<file path="src/rtl/core/smau_pkg.sv">
// Shared types and constants of the small matrix arithmetic unit.
// No dependencies; the sequencer, datapath, top level and checker import this package.
package smau_pkg;

	localparam int IDX_BITS    = 3;   // row and column fields
	localparam int CNT_BITS    = 4;   // size registers
	localparam int IN_ELEM_W   = 16;  // Q8.8 input element
	localparam int VALUE_W     = 40;  // Q24.16 result
	localparam int FRAC_SHIFT  = 8;   // Q8.8 to Q24.16 alignment
	localparam int CFG_INDEX_W = 2;

	typedef enum logic [1:0] {
		ACT_WR_A    = 2'd0,
		ACT_WR_B    = 2'd1,
		ACT_COMPUTE = 2'd2
	} action_t;

	typedef enum logic [2:0] {
		OP_ADD       = 3'd0,
		OP_SUB       = 3'd1,
		OP_MUL       = 3'd2,
		OP_AT_MUL    = 3'd3,
		OP_MUL_BT    = 3'd4,
		OP_TRANSPOSE = 3'd5
	} op_t;

	typedef enum logic [CFG_INDEX_W-1:0] {
		CFG_A_ROWS = 2'd0,
		CFG_A_COLS = 2'd1,
		CFG_B_ROWS = 2'd2,
		CFG_B_COLS = 2'd3
	} cfg_reg_t;

	typedef struct packed {
		logic [1:0]                  action;
		logic [2:0]                  operation;
		logic [IDX_BITS-1:0]         row_index;
		logic [IDX_BITS-1:0]         col_index;
		logic signed [IN_ELEM_W-1:0] element_value;
	} in_item_t;

	typedef struct packed {
		logic [IDX_BITS-1:0]       out_row;
		logic [IDX_BITS-1:0]       out_col;
		logic signed [VALUE_W-1:0] out_value;
		logic                      is_last;
		logic                      size_error;
	} out_item_t;

	// Raw size registers as written
	typedef struct packed {
		logic [CNT_BITS-1:0] a_rows;
		logic [CNT_BITS-1:0] a_cols;
		logic [CNT_BITS-1:0] b_rows;
		logic [CNT_BITS-1:0] b_cols;
	} dims_t;

	// Control carried alongside each memory read through the pipeline
	typedef struct packed {
		logic                valid;
		op_t                 op;
		logic                err;
		logic                first;      // first inner step of an element
		logic                elem_done;  // last inner step of an element
		logic                last;       // last step of the compute item
		logic [IDX_BITS-1:0] row;
		logic [IDX_BITS-1:0] col;
	} ctl_t;

endpackage

</file>
<file path="src/rtl/core/smau_ram.sv">
// Generic single-write, single-read RAM with a registered read port.
// No dependencies.
module smau_ram #(
	parameter int WIDTH = 16,
	parameter int DEPTH = 64
) (
	input  logic                     clk,
	input  logic                     we,
	input  logic [$clog2(DEPTH)-1:0] waddr,
	input  logic [WIDTH-1:0]         wdata,
	input  logic                     re,
	input  logic [$clog2(DEPTH)-1:0] raddr,
	output logic [WIDTH-1:0]         rdata
);

	logic [WIDTH-1:0] mem_q [DEPTH];

	// Write port
	always_ff @(posedge clk) begin
		if (we) begin
			mem_q[waddr] <= wdata;
		end
	end

	// Registered read; hold data while not enabled
	always_ff @(posedge clk) begin
		if (re) begin
			rdata <= mem_q[raddr];
		end
	end

endmodule

</file>
<file path="src/rtl/core/smau_seq.sv">
// Sequencer: accepts item beats, writes elements into the stores and walks
// the stores for a compute item. Depends on smau_pkg.
module smau_seq #(
	parameter int MAX_DIM    = 8,
	parameter int ELEM_WIDTH = 16
) (
	input  logic                                clk,
	input  logic                                arst_n,
	input  logic                                item_valid,
	output logic                                item_stall,
	input  smau_pkg::in_item_t                  item,
	input  smau_pkg::dims_t                     dims,
	input  logic                                adv,
	output logic                                a_we,
	output logic                                b_we,
	output logic [2*$clog2(MAX_DIM)-1:0]        waddr,
	output logic [ELEM_WIDTH-1:0]               wdata,
	output logic                                re,
	output logic [2*$clog2(MAX_DIM)-1:0]        a_raddr,
	output logic [2*$clog2(MAX_DIM)-1:0]        b_raddr,
	output smau_pkg::ctl_t                      ctl_s1
);

	import smau_pkg::*;

	localparam int IDX_W = $clog2(MAX_DIM);

	typedef enum logic [1:0] {
		ST_IDLE = 2'b01,
		ST_RUN  = 2'b10
	} state_t;

	state_t           state_q;
	op_t              op_q;
	logic             err_q;
	logic [IDX_W-1:0] rows_m1_q, cols_m1_q, inner_m1_q;
	logic [IDX_W-1:0] i_q, j_q, k_q;

	logic [IDX_W-1:0] ar, ac, br, bc;
	logic [IDX_W-1:0] rows_m1, cols_m1, inner_m1;
	logic             size_ok;
	logic             accept, wr_ok;
	logic             at_k_end, at_j_end, at_i_end;
	ctl_t             issue;

	// Size register to its last index: zero counts as one, clamp at MAX_DIM
	function automatic logic [IDX_W-1:0] last_idx(input logic [CNT_BITS-1:0] r);
		logic [IDX_W-1:0] res;
		if (r == '0) begin
			res = '0;
		end else if (r > CNT_BITS'(MAX_DIM)) begin
			res = IDX_W'(MAX_DIM - 1);
		end else begin
			res = IDX_W'(r - CNT_BITS'(1));
		end
		return res;
	endfunction

	assign ar = last_idx(dims.a_rows);
	assign ac = last_idx(dims.a_cols);
	assign br = last_idx(dims.b_rows);
	assign bc = last_idx(dims.b_cols);

	// Check shapes and pick the result extent of the requested operation
	always_comb begin
		size_ok  = 1'b0;
		rows_m1  = '0;
		cols_m1  = '0;
		inner_m1 = '0;
		unique case (item.operation)
			OP_ADD, OP_SUB: begin
				size_ok = (ar == br) && (ac == bc);
				rows_m1 = ar;
				cols_m1 = ac;
			end
			OP_MUL: begin
				size_ok  = (ac == br);
				rows_m1  = ar;
				cols_m1  = bc;
				inner_m1 = ac;
			end
			OP_AT_MUL: begin
				size_ok  = (ar == br);
				rows_m1  = ac;
				cols_m1  = bc;
				inner_m1 = ar;
			end
			OP_MUL_BT: begin
				size_ok  = (ac == bc);
				rows_m1  = ar;
				cols_m1  = br;
				inner_m1 = ac;
			end
			OP_TRANSPOSE: begin
				size_ok = (ar == ac);
				rows_m1 = ac;
				cols_m1 = ar;
			end
			default: size_ok = 1'b0;
		endcase
		// an error gives a single step at position zero
		if (!size_ok) begin
			rows_m1  = '0;
			cols_m1  = '0;
			inner_m1 = '0;
		end
	end

	assign item_stall = (state_q != ST_IDLE);
	assign accept     = item_valid && !item_stall;

	// Element writes; drop out-of-range positions
	assign wr_ok = accept
		&& (CNT_BITS'(item.row_index) < CNT_BITS'(MAX_DIM))
		&& (CNT_BITS'(item.col_index) < CNT_BITS'(MAX_DIM));
	assign a_we  = wr_ok && (item.action == ACT_WR_A);
	assign b_we  = wr_ok && (item.action == ACT_WR_B);
	assign waddr = {item.row_index[IDX_W-1:0], item.col_index[IDX_W-1:0]};
	assign wdata = ELEM_WIDTH'(item.element_value);

	// Current step of the walk
	assign at_k_end = (k_q == inner_m1_q);
	assign at_j_end = (j_q == cols_m1_q);
	assign at_i_end = (i_q == rows_m1_q);

	always_comb begin
		issue.valid     = (state_q == ST_RUN);
		issue.op        = op_q;
		issue.err       = err_q;
		issue.first     = (k_q == '0);
		issue.elem_done = at_k_end;
		issue.last      = at_k_end && at_j_end && at_i_end;
		issue.row       = IDX_BITS'(i_q);
		issue.col       = IDX_BITS'(j_q);
	end

	// Store addresses for the current step
	always_comb begin
		case (op_q) inside
			OP_MUL: begin
				a_raddr = {i_q, k_q};
				b_raddr = {k_q, j_q};
			end
			OP_AT_MUL: begin
				a_raddr = {k_q, i_q};
				b_raddr = {k_q, j_q};
			end
			OP_MUL_BT: begin
				a_raddr = {i_q, k_q};
				b_raddr = {j_q, k_q};
			end
			OP_TRANSPOSE: begin
				a_raddr = {j_q, i_q};
				b_raddr = {j_q, i_q};
			end
			default: begin
				a_raddr = {i_q, j_q};
				b_raddr = {i_q, j_q};
			end
		endcase
	end

	assign re = adv && (state_q == ST_RUN);

	// Walk control
	always_ff @(posedge clk or negedge arst_n) begin
		if (!arst_n) begin
			state_q    <= ST_IDLE;
			op_q       <= OP_ADD;
			err_q      <= 1'b0;
			rows_m1_q  <= '0;
			cols_m1_q  <= '0;
			inner_m1_q <= '0;
			i_q        <= '0;
			j_q        <= '0;
			k_q        <= '0;
		end else begin
			unique case (state_q)
				ST_IDLE: begin
					if (accept && (item.action == ACT_COMPUTE)) begin
						state_q    <= ST_RUN;
						op_q       <= op_t'(item.operation);
						err_q      <= !size_ok;
						rows_m1_q  <= rows_m1;
						cols_m1_q  <= cols_m1;
						inner_m1_q <= inner_m1;
						i_q        <= '0;
						j_q        <= '0;
						k_q        <= '0;
					end
				end
				ST_RUN: begin
					if (adv) begin
						if (issue.last) begin
							state_q <= ST_IDLE;
						end
						// advance k, then j, then i
						if (at_k_end) begin
							k_q <= '0;
							if (at_j_end) begin
								j_q <= '0;
								i_q <= i_q + IDX_W'(1);
							end else begin
								j_q <= j_q + IDX_W'(1);
							end
						end else begin
							k_q <= k_q + IDX_W'(1);
						end
					end
				end
				default: state_q <= ST_IDLE;
			endcase
		end
	end

	// Control travels with the memory read
	always_ff @(posedge clk or negedge arst_n) begin
		if (!arst_n) begin
			ctl_s1 <= '0;
		end else if (adv) begin
			ctl_s1 <= issue;
		end
	end

endmodule

</file>
<file path="src/rtl/core/smau_dp.sv">
// Datapath: forms each term from the read elements, accumulates the inner
// sum and holds the result beat. Depends on smau_pkg.
module smau_dp #(
	parameter int ELEM_WIDTH = 16
) (
	input  logic                  clk,
	input  logic                  arst_n,
	input  smau_pkg::ctl_t        ctl_s1,
	input  logic [ELEM_WIDTH-1:0] a_rdata,
	input  logic [ELEM_WIDTH-1:0] b_rdata,
	input  logic                  result_stall,
	output logic                  adv,
	output logic                  result_valid,
	output smau_pkg::out_item_t   result
);

	import smau_pkg::*;

	localparam int PROD_W = 2 * ELEM_WIDTH;
	localparam int EXT_W  = (PROD_W > VALUE_W) ? PROD_W : VALUE_W;

	logic signed [ELEM_WIDTH-1:0] a_s, b_s;
	logic signed [VALUE_W-1:0]    a_ext, b_ext;
	logic signed [PROD_W-1:0]     prod;
	logic signed [EXT_W-1:0]      prod_ext;
	logic signed [VALUE_W-1:0]    term;
	logic signed [VALUE_W-1:0]    term_s2;
	logic signed [VALUE_W-1:0]    acc_q;
	logic signed [VALUE_W-1:0]    acc_next;
	ctl_t                         ctl_s2;
	logic                         result_valid_q;
	out_item_t                    result_q;

	assign adv = !result_valid_q || !result_stall;

	assign a_s      = signed'(a_rdata);
	assign b_s      = signed'(b_rdata);
	assign a_ext    = VALUE_W'(a_s);
	assign b_ext    = VALUE_W'(b_s);
	assign prod     = a_s * b_s;
	assign prod_ext = EXT_W'(prod);

	// Select the term for this step
	always_comb begin
		case (ctl_s1.op) inside
			OP_ADD:                       term = (a_ext + b_ext) <<< FRAC_SHIFT;
			OP_SUB:                       term = (a_ext - b_ext) <<< FRAC_SHIFT;
			OP_MUL, OP_AT_MUL, OP_MUL_BT: term = VALUE_W'(prod_ext);
			OP_TRANSPOSE:                 term = a_ext <<< FRAC_SHIFT;
			default:                      term = '0;
		endcase
		if (ctl_s1.err) begin
			term = '0;
		end
	end

	// Term stage
	always_ff @(posedge clk or negedge arst_n) begin
		if (!arst_n) begin
			ctl_s2 <= '0;
		end else if (adv) begin
			ctl_s2 <= ctl_s1;
		end
	end

	always_ff @(posedge clk) begin
		if (adv) begin
			term_s2 <= term;
		end
	end

	// Accumulate; restart on the first inner step
	assign acc_next = (ctl_s2.first ? '0 : acc_q) + term_s2;

	always_ff @(posedge clk) begin
		if (adv && ctl_s2.valid) begin
			acc_q <= acc_next;
		end
	end

	// Result register
	always_ff @(posedge clk or negedge arst_n) begin
		if (!arst_n) begin
			result_valid_q <= 1'b0;
		end else if (adv) begin
			result_valid_q <= ctl_s2.valid && ctl_s2.elem_done;
		end
	end

	always_ff @(posedge clk) begin
		if (adv && ctl_s2.valid && ctl_s2.elem_done) begin
			result_q.out_row    <= ctl_s2.row;
			result_q.out_col    <= ctl_s2.col;
			result_q.out_value  <= acc_next;
			result_q.is_last    <= ctl_s2.last;
			result_q.size_error <= ctl_s2.err;
		end
	end

	assign result_valid = result_valid_q;
	assign result       = result_q;

endmodule

</file>
<file path="src/rtl/core/small_matrix_arithmetic_unit.sv">
// Small matrix arithmetic unit: two element stores, sequencer and datapath.
// Depends on smau_pkg, smau_ram, smau_seq and smau_dp.
//
// Item channel (item_valid / item_stall / item): action 0 or 1 writes one
// element of A or B. Action 2 starts a compute; item_stall then stays high
// while the stores are walked, one store read per cycle while the result
// channel does not stall: rows*cols steps for add, subtract and transpose,
// rows*cols*inner steps for the three products, a single step for a size
// error. The single read port of each store sets this rate.
// Result channel (result_valid / result_stall / result): elements come out in
// row-major order, is_last on the final one. Each step passes the store read
// register and the term stage before its sum reaches the result register.
// When the receiver stalls, the held result does not change and the walk
// pauses; item beats are taken again as soon as the last read of a compute
// has issued. Size registers are written through cfg_we / cfg_index /
// cfg_data; the user must write them only while idle, as the block itself
// does not enforce this. Reset sets all sizes to MAX_DIM and empties the
// pipeline; store contents are undefined until written.
module small_matrix_arithmetic_unit #(
	parameter int MAX_DIM    = 8,
	parameter int ELEM_WIDTH = 16
) (
	input  logic                                 clk,
	input  logic                                 arst_n,
	input  logic                                 item_valid,
	output logic                                 item_stall,
	input  smau_pkg::in_item_t                   item,
	output logic                                 result_valid,
	input  logic                                 result_stall,
	output smau_pkg::out_item_t                  result,
	input  logic                                 cfg_we,
	input  logic [smau_pkg::CFG_INDEX_W-1:0]     cfg_index,
	input  logic [smau_pkg::CNT_BITS-1:0]        cfg_data
);

	import smau_pkg::*;

	localparam int IDX_W  = $clog2(MAX_DIM);
	localparam int ADDR_W = 2 * IDX_W;
	localparam int DEPTH  = 1 << ADDR_W;

	dims_t                 dims_q;
	logic                  adv;
	logic                  a_we, b_we, re;
	logic [ADDR_W-1:0]     waddr, a_raddr, b_raddr;
	logic [ELEM_WIDTH-1:0] wdata, a_rdata, b_rdata;
	ctl_t                  ctl_s1;

	// Size registers
	always_ff @(posedge clk or negedge arst_n) begin
		if (!arst_n) begin
			dims_q.a_rows <= CNT_BITS'(MAX_DIM);
			dims_q.a_cols <= CNT_BITS'(MAX_DIM);
			dims_q.b_rows <= CNT_BITS'(MAX_DIM);
			dims_q.b_cols <= CNT_BITS'(MAX_DIM);
		end else if (cfg_we) begin
			unique case (cfg_reg_t'(cfg_index))
				CFG_A_ROWS: dims_q.a_rows <= cfg_data;
				CFG_A_COLS: dims_q.a_cols <= cfg_data;
				CFG_B_ROWS: dims_q.b_rows <= cfg_data;
				CFG_B_COLS: dims_q.b_cols <= cfg_data;
				default:    dims_q        <= dims_q;
			endcase
		end
	end

	smau_seq #(
		.MAX_DIM    (MAX_DIM),
		.ELEM_WIDTH (ELEM_WIDTH)
	) u_seq (
		.clk        (clk),
		.arst_n     (arst_n),
		.item_valid (item_valid),
		.item_stall (item_stall),
		.item       (item),
		.dims       (dims_q),
		.adv        (adv),
		.a_we       (a_we),
		.b_we       (b_we),
		.waddr      (waddr),
		.wdata      (wdata),
		.re         (re),
		.a_raddr    (a_raddr),
		.b_raddr    (b_raddr),
		.ctl_s1     (ctl_s1)
	);

	smau_ram #(
		.WIDTH (ELEM_WIDTH),
		.DEPTH (DEPTH)
	) u_store_a (
		.clk   (clk),
		.we    (a_we),
		.waddr (waddr),
		.wdata (wdata),
		.re    (re),
		.raddr (a_raddr),
		.rdata (a_rdata)
	);

	smau_ram #(
		.WIDTH (ELEM_WIDTH),
		.DEPTH (DEPTH)
	) u_store_b (
		.clk   (clk),
		.we    (b_we),
		.waddr (waddr),
		.wdata (wdata),
		.re    (re),
		.raddr (b_raddr),
		.rdata (b_rdata)
	);

	smau_dp #(
		.ELEM_WIDTH (ELEM_WIDTH)
	) u_dp (
		.clk          (clk),
		.arst_n       (arst_n),
		.ctl_s1       (ctl_s1),
		.a_rdata      (a_rdata),
		.b_rdata      (b_rdata),
		.result_stall (result_stall),
		.adv          (adv),
		.result_valid (result_valid),
		.result       (result)
	);

endmodule

</file>
<file path="config.mk">
export PLATFORM = sky130hd
export DESIGN_NAME = small_matrix_arithmetic_unit
export DESIGN_NICKNAME = d
export VERILOG_FILES = /design/src/rtl/core/smau_pkg.sv /design/src/rtl/core/smau_ram.sv /design/src/rtl/core/smau_seq.sv /design/src/rtl/core/smau_dp.sv /design/src/rtl/core/small_matrix_arithmetic_unit.sv
export SDC_FILE = /design/constraint.sdc
export NUM_CORES = 2
export LEC_CHECK = 0
export ABC_AREA = 1
export BUFFER_PORTS_ARGS = -buffer_cell sky130_fd_sc_hd__clkbuf_2
export CAP_MARGIN = 40
export CORE_ASPECT_RATIO = 0.6
export CORE_MARGIN = 2
export CORE_UTILIZATION = 55
export DETAILED_ROUTE_END_ITERATION = 12
export HOLD_SLACK_MARGIN = 0.12
export PLACE_DENSITY = 0.71
export SYNTH_ARGS = -nofsm -noshare
export SYNTH_HDL_FRONTEND = slang
export SYNTH_SLANG_ARGS = --single-unit
</file>
<file path="constraint.sdc">
create_clock -name clk -period 9.9 [get_ports clk]
set_clock_uncertainty 0.15 [all_clocks]
set_input_delay 1.98 -clock clk [delete_from_list [all_inputs] [get_ports clk]]
set_output_delay 1.98 -clock clk [all_outputs]
set_load 0.05 [all_outputs]
</file>
# ---- Word level (Yosys, flattened, before mapping)
# Memories as Yosys holds them, arrays and structs flattened. A register that Yosys moved wholly into a read port is not among the register bits.
# Cells that the tools add are included.
# Widths: inputs -> output; s select.
dict set report totals {
  n_memories 2
  register_bits 194
  ram_bits 2048
  inputBits 38
  out_inout_bits 50
  elab_cells 177
}
# name words word_bits read_ports rd_clocked_by_memory_dff write_ports line_no
set mem_list {}
lappend mem_list {u_store_a.mem_q 64 16 1 1 1 smau_ram.sv:16} ;# logic [WIDTH-1:0] mem_q [DEPTH];
lappend mem_list {u_store_b.mem_q 64 16 1 1 1 smau_ram.sv:16}
dict set report classes {
  mux 47
  addsub 10
  reduce_logical 42
  multipliers 1
  n_eq_ne 34
  magnitude_cmp 4
}
# op count
set ops {}
lappend ops {{$mux 40} 5}
lappend ops {{$mux 3} 20}
lappend ops {{$mux 6} 7}
lappend ops {{$add 40x40->40} 1}
lappend ops {{$mul 16x16->32} 1}
lappend ops {{$pmux 3 s2} 5}
lappend ops {{$eq 3x3->1} 7}
lappend ops {{$eq 3x2->1 const B} 6}
lappend ops {{$eq 3x3->1 const B} 6}
lappend ops {{$add 16x16->17} 1}
lappend ops {{$sub 16x16->17} 1}
lappend ops {{$gt 4x4->1 const B} 4}
lappend ops {{$logic_not 4->1} 4}
lappend ops {{$pmux 3 s4} 1}
lappend ops {{$sub 3x1->3 const B} 4}
lappend ops {{$logic_and 1x1->1} 11}
lappend ops {{$ne 2x1->1 const B} 5}
lappend ops {{$reduce_and 2->1} 5}
lappend ops {{$add 3x1->3 const B} 3}
lappend ops {{$logic_not 3->1} 3}
lappend ops {{$eq 2x2->1 const B} 4}
lappend ops {{$reduce_or 2->1} 4}
lappend ops {{$eq 2x1->1 const B} 3}
lappend ops {{$eq 3x1->1 const B} 2}
lappend ops {{other kinds (14)} 25}

# ---- Depth between registers and ports, before layout
dict set report logic_depth {
  depth_word 7
  depth_mapped 29
  mapped_depth_nobuf 28
}

# ---- Modules after synthesis
# A second synthesis with hierarchy kept.
dict set report unflattened {
  hier_cells 10283
  hier_area_um2 108669.2
}
# module cells_per_inst area_per_inst_um2 seq_area_each_um2 n_inst
set by_module_without_submodules {}
lappend by_module_without_submodules {smau_ram 3517 42259.3 31230.0 2}
lappend by_module_without_submodules {smau_dp 2778 20662.3 3903.7 1}
lappend by_module_without_submodules {smau_seq 396 2773.9 952.2 1}
lappend by_module_without_submodules {small_matrix_arithmetic_unit 75 714.4 405.4 1}

# ---- Least setup slack after synthesis
# OpenSTA, ideal clock, no wires.
dict set report synth_path {
  kind {input to register}
  from {input port result_stall}
  to {register u_dp.result_q (netlist bit u_dp.result[0]) (enable)}
  n_path_buf 1
  setup_ns 0.513
  stages 4
  slack_ns 3.565
  t_required_ns 9.237
  t_arrival_ns 5.672
  path_cell_list {nand2_1 > inv_1 > clkbuf_1 > nor3_1}
}
dict set report synth_between {
  elab_chain_len 4
}
# item line_no
set synth_rtl {}
lappend synth_rtl {{start: declaration} small_matrix_arithmetic_unit.sv:29} ;# input logic result_stall,
lappend synth_rtl {{$logic_not 1->1} smau_dp.sv:34} ;# assign adv = !result_valid_q || !result_stall;
lappend synth_rtl {{$logic_or 1x1->1} smau_dp.sv:34}
lappend synth_rtl {{$logic_and 1x1->1 (2 in series)} smau_dp.sv:91} ;# if (adv && ctl_s2.valid && ctl_s2.elem_done) begin
lappend synth_rtl {{end: declaration} smau_dp.sv:32} ;# out_item_t result_q;
# Every way passes these cells.
# A chain may end at the register's enable or synchronous reset.

# ---- Final worst setup path
dict set report layout_path {
  from {register u_store_a.rdata[15] (read register of u_store_a.mem_q)}
  to {register u_dp.term_s2[38] (data pin)}
}
dict set report layout_between {
  elab_chain_len 4
  elab_cells_between_ends 7
  classes_between {2 x add/sub; 1 x mul; 4 x mux}
}
# item line_no
set layout_rtl {}
lappend layout_rtl {{start: declaration} smau_ram.sv:13} ;# output logic [WIDTH-1:0] rdata
lappend layout_rtl {{$mul 16x16->32 or $mux 40 (tied branches)} {smau_dp.sv:40, smau_dp.sv:45}}
lappend layout_rtl {{$mux 40 (2 in series)} smau_dp.sv:45} ;# case (ctl_s1.op) inside
lappend layout_rtl {{$mux 40 (*)} smau_dp.sv:45}
lappend layout_rtl {{end signal: assignment} smau_dp.sv:68} ;# term_s2 <= term;
lappend layout_rtl {{end: declaration} smau_dp.sv:27} ;# logic signed [VALUE_W-1:0] term_s2;
# Mark *: on every way between the ends. The rest lies on a longest branch, timed or not.

==> results.tsv <==
metric	value	unit
cts_made_buffers	208	
drv_cap	0	
r2r_setup_slack	2.69	ns
htree_levels	4	
io-pin-count	88	
routed_wl	325000	um
fmax	0.139	GHz
reg2reg_depth	22	
ys.flop_type	edfxtp_1	
placed_cells	12300	
slew_headroom	0.210	
status	complete, no violations	
drtIter0Drc	11900	
chipWidth	583	um
antenna_found_initial	16	
fin_crit	7.21	ns
synth_area_per_cell	11.2	sq um
io_buffers	87	
vias	77200	
path_clk_slew	0.07	ns
gp_congestion	0.997	
setup_viol	0	
avgRoutedWirePerCell	25.7	um
worst_slew_pin_slew	1.19	ns
layout-drive-gt1-share	0.112	
rsz0062_at_grt	no	
finalCritPeriodShare	0.728	
initial_utilization	0.553	
place_area	0.114	sq mm
clockBufferDepth	4	
yosysSeqAreaShare	0.613	
drc_errors	0	
synth_cell_type_count	58	
finalNonFillerCells	12700	
die_y	351	um
worstSetupPathType	register to register	
nNetsFinal	10300	
min_path_type	register to register	
clockRootBuffer	clkbuf_16	
cp_max_fo	21	
area_delta_synth_final	9.50	%
r2r_end	u_dp.term_s2[38]	
hold_viol	0	
coreArea	0.200	sq mm
synth_top_area_share	0.598	
cts_tree	built	
cp-end-kind	register	
final-max-slew-violation-count	0	
vias_per_cell	6.10	
reg2reg_from	u_store_a.rdata[15]	
startpoint	u_store_a.rdata[15]	
row_count	127	
ant_nets	0	
hpwl	203000	um
synth_top_area_cell	edfxtp_1	
arrival	7.66	ns
grt_pass1_wl	481000	um
cp-start-kind	register	
async_flop_share	0.0291	
cp.required	10.35	ns
synth-edff-count	2200	
die-area	0.205	sq mm
cts_resized	0	
synth_cells	9901	
firstDrtPassIters	7	
post_cts_buffers	0	
crit_path_end	u_dp.term_s2[38]	
cts_hold_buf	0	
whs	0.295	ns
track_usage	0.316	
worstHoldStart	u_dp.ctl_s2[2]	
synth_nets	10400	
cts.sinks	2266	
synthesis.area	0.110	sq mm
fillers	15600	
clk_latency	0.91	ns
grt_max_degree	220	
grt_pass1_vias	72400	
ys_top_cells_by_area	edfxtp_1, nand3_1, fa_1	
synth_seq_cells	2266	
grt_overflow	0	
setup_tns	0	ns
design_area	0.121	sq mm
yosysWarnings	0	
-- sequential cells by signal (all words and copies together) (netlist names), 16 cells and up --
register         flops
u_store_a.rdata     16
u_store_a.mem_q   1024
u_store_b.rdata     16
dims_q              16
u_dp.acc_q          40
u_store_b.mem_q   1024
u_dp.term_s2        32
u_dp.result         48
-- cells in the mapped netlist (3+ instances only) --
cell type,instances
edfxtp_1,2200
nand3_1,1668
nand2_1,1394
inv_1,1280
o211ai_1,517
or2_2,411
nand3b_1,373
nor2_1,351
buf_2,270
fa_1,265
clkbuf_1,257
o21ai_0,165
ha_1,164
a21oi_1,147
dfrtp_1,61
or2_1,61
buf_1,48
nor3_1,38
xor2_1,36
xnor2_1,35
nand4_1,28
a21o_1,15
o21bai_1,11
a31oi_1,10
buf_4,9
inv_2,8
o21a_1,8
a21boi_0,7
buf_6,7
nor4_1,7
dfstp_2,5
a221oi_1,4
o211ai_2,4
o2111ai_1,3
o21ai_1,3
-- routing by layer --
layer  global-route usage  vias to the layer above  share of wire  wire [um]
li1                     -                    34100              -          -
met1                0.503                    38000           0.44     142000
met2                0.415                     4652           0.40     129000
met3               0.0963                      509           0.14      46200
met4               0.0748                       14          0.024       7790
met5               0.0125                        -         0.0013        427
-- worst max-delay path: stages (launching register included) --
cell      delay [ns]
edfxtp_1        0.92
nand2_1         0.23
inv_1           0.18
fa_1            0.56
fa_1            0.98
fa_1            0.61
fa_1            0.53
inv_1           0.06
fa_1            0.47
inv_1           0.05
fa_1            0.43
ha_1            0.50
inv_1           0.10
nor3_1          0.31
nand2_1         0.15
nor3_1          0.15
nand2_1         0.07
o211ai_1        0.11
nand3_1         0.10
nand3_1         0.11
nand2_1         0.05
nand2_1         0.08
nand2_1         0.07
-- layout by cell type, fill, tap and decap left out, types with 16 or more instances in the layout --
cell and instances:
nand2_1 1392, a21oi_1 147, clkinv_1 41, or2_1 61
clkbuf_16 211, xor2_1 36, xnor2_1 35, inv_1 1278
nor2_2 41, buf_12 16, fa_1 265, bufinv_16 20
nor3_1 37, or2_2 411, nand3b_1 373, clkbuf_1 43
clkinv_2 35, dfrtp_1 61, o21ai_0 164, nand4_1 28
clkbuf_2 70, nand3_1 1667, buf_16 16, buf_4 217
o211ai_1 517, edfxtp_1 2200, nor2_1 309, ha_1 164
buf_8 16
-- how the worst min path moves through the flow --
stage / cells past startpoint / slack, ns / end
detailed placement: 0 / 0.29 / u_dp.result[0]
global placement: 0 / 0.29 / u_dp.result[44]
global route: 0 / 0.31 / u_dp.result[44]
floorplan: 0 / 0.28 / u_dp.result[0]
finish: 0 / 0.30 / u_dp.result[44]
CTS: 0 / 0.30 / u_dp.result[44]
-- through the flow --
step,util,setup WS [ns]
floorplan,-,3.57
global placement,0.569,2.72
detailed placement,0.572,2.80
CTS,0.605,2.81
global route,0.605,2.17
finish,0.605,2.69
-- area by class of cell --
class / instances / area [sq um] / area share
Sequential cell: 2266 / 67700 / 0.560
Multi-Input combinational cell: 5755 / 35500 / 0.293
Clock buffer: 256 / 5470 / 0.0452
Inverter: 1289 / 4860 / 0.0402
Tap cell: 2644 / 3310 / 0.0274
Timing Repair Buffer: 337 / 3000 / 0.0248
Clock inverter: 112 / 1090 / 0.00901
Antenna cell: 11 / 27.5 / 0.000228
-- logic make-up (layout without fill, tap and decap cells) --
| group | Yosys count | in the layout | share of synthesized area |
|---|---|---|---|
| AOI/OAI and AO/OA | 912 | 912 | 0.0552 |
| xor gates and xnor gates | 71 | 71 | 0.00563 |
| adders and majority gates | 429 | 429 | 0.0666 |
| buffers and inverters | 1880 | 1994 | 0.0677 |
| DFF | 2266 | 2266 | 0.613 |
| other | 0 | 11 | 0 |
| and+or+nand+nor | 4343 | 4343 | 0.192 |
Power is left out: the tool's default activity adds up to more than one toggle a clock period on the data nets, which glitch-free logic cannot reach.
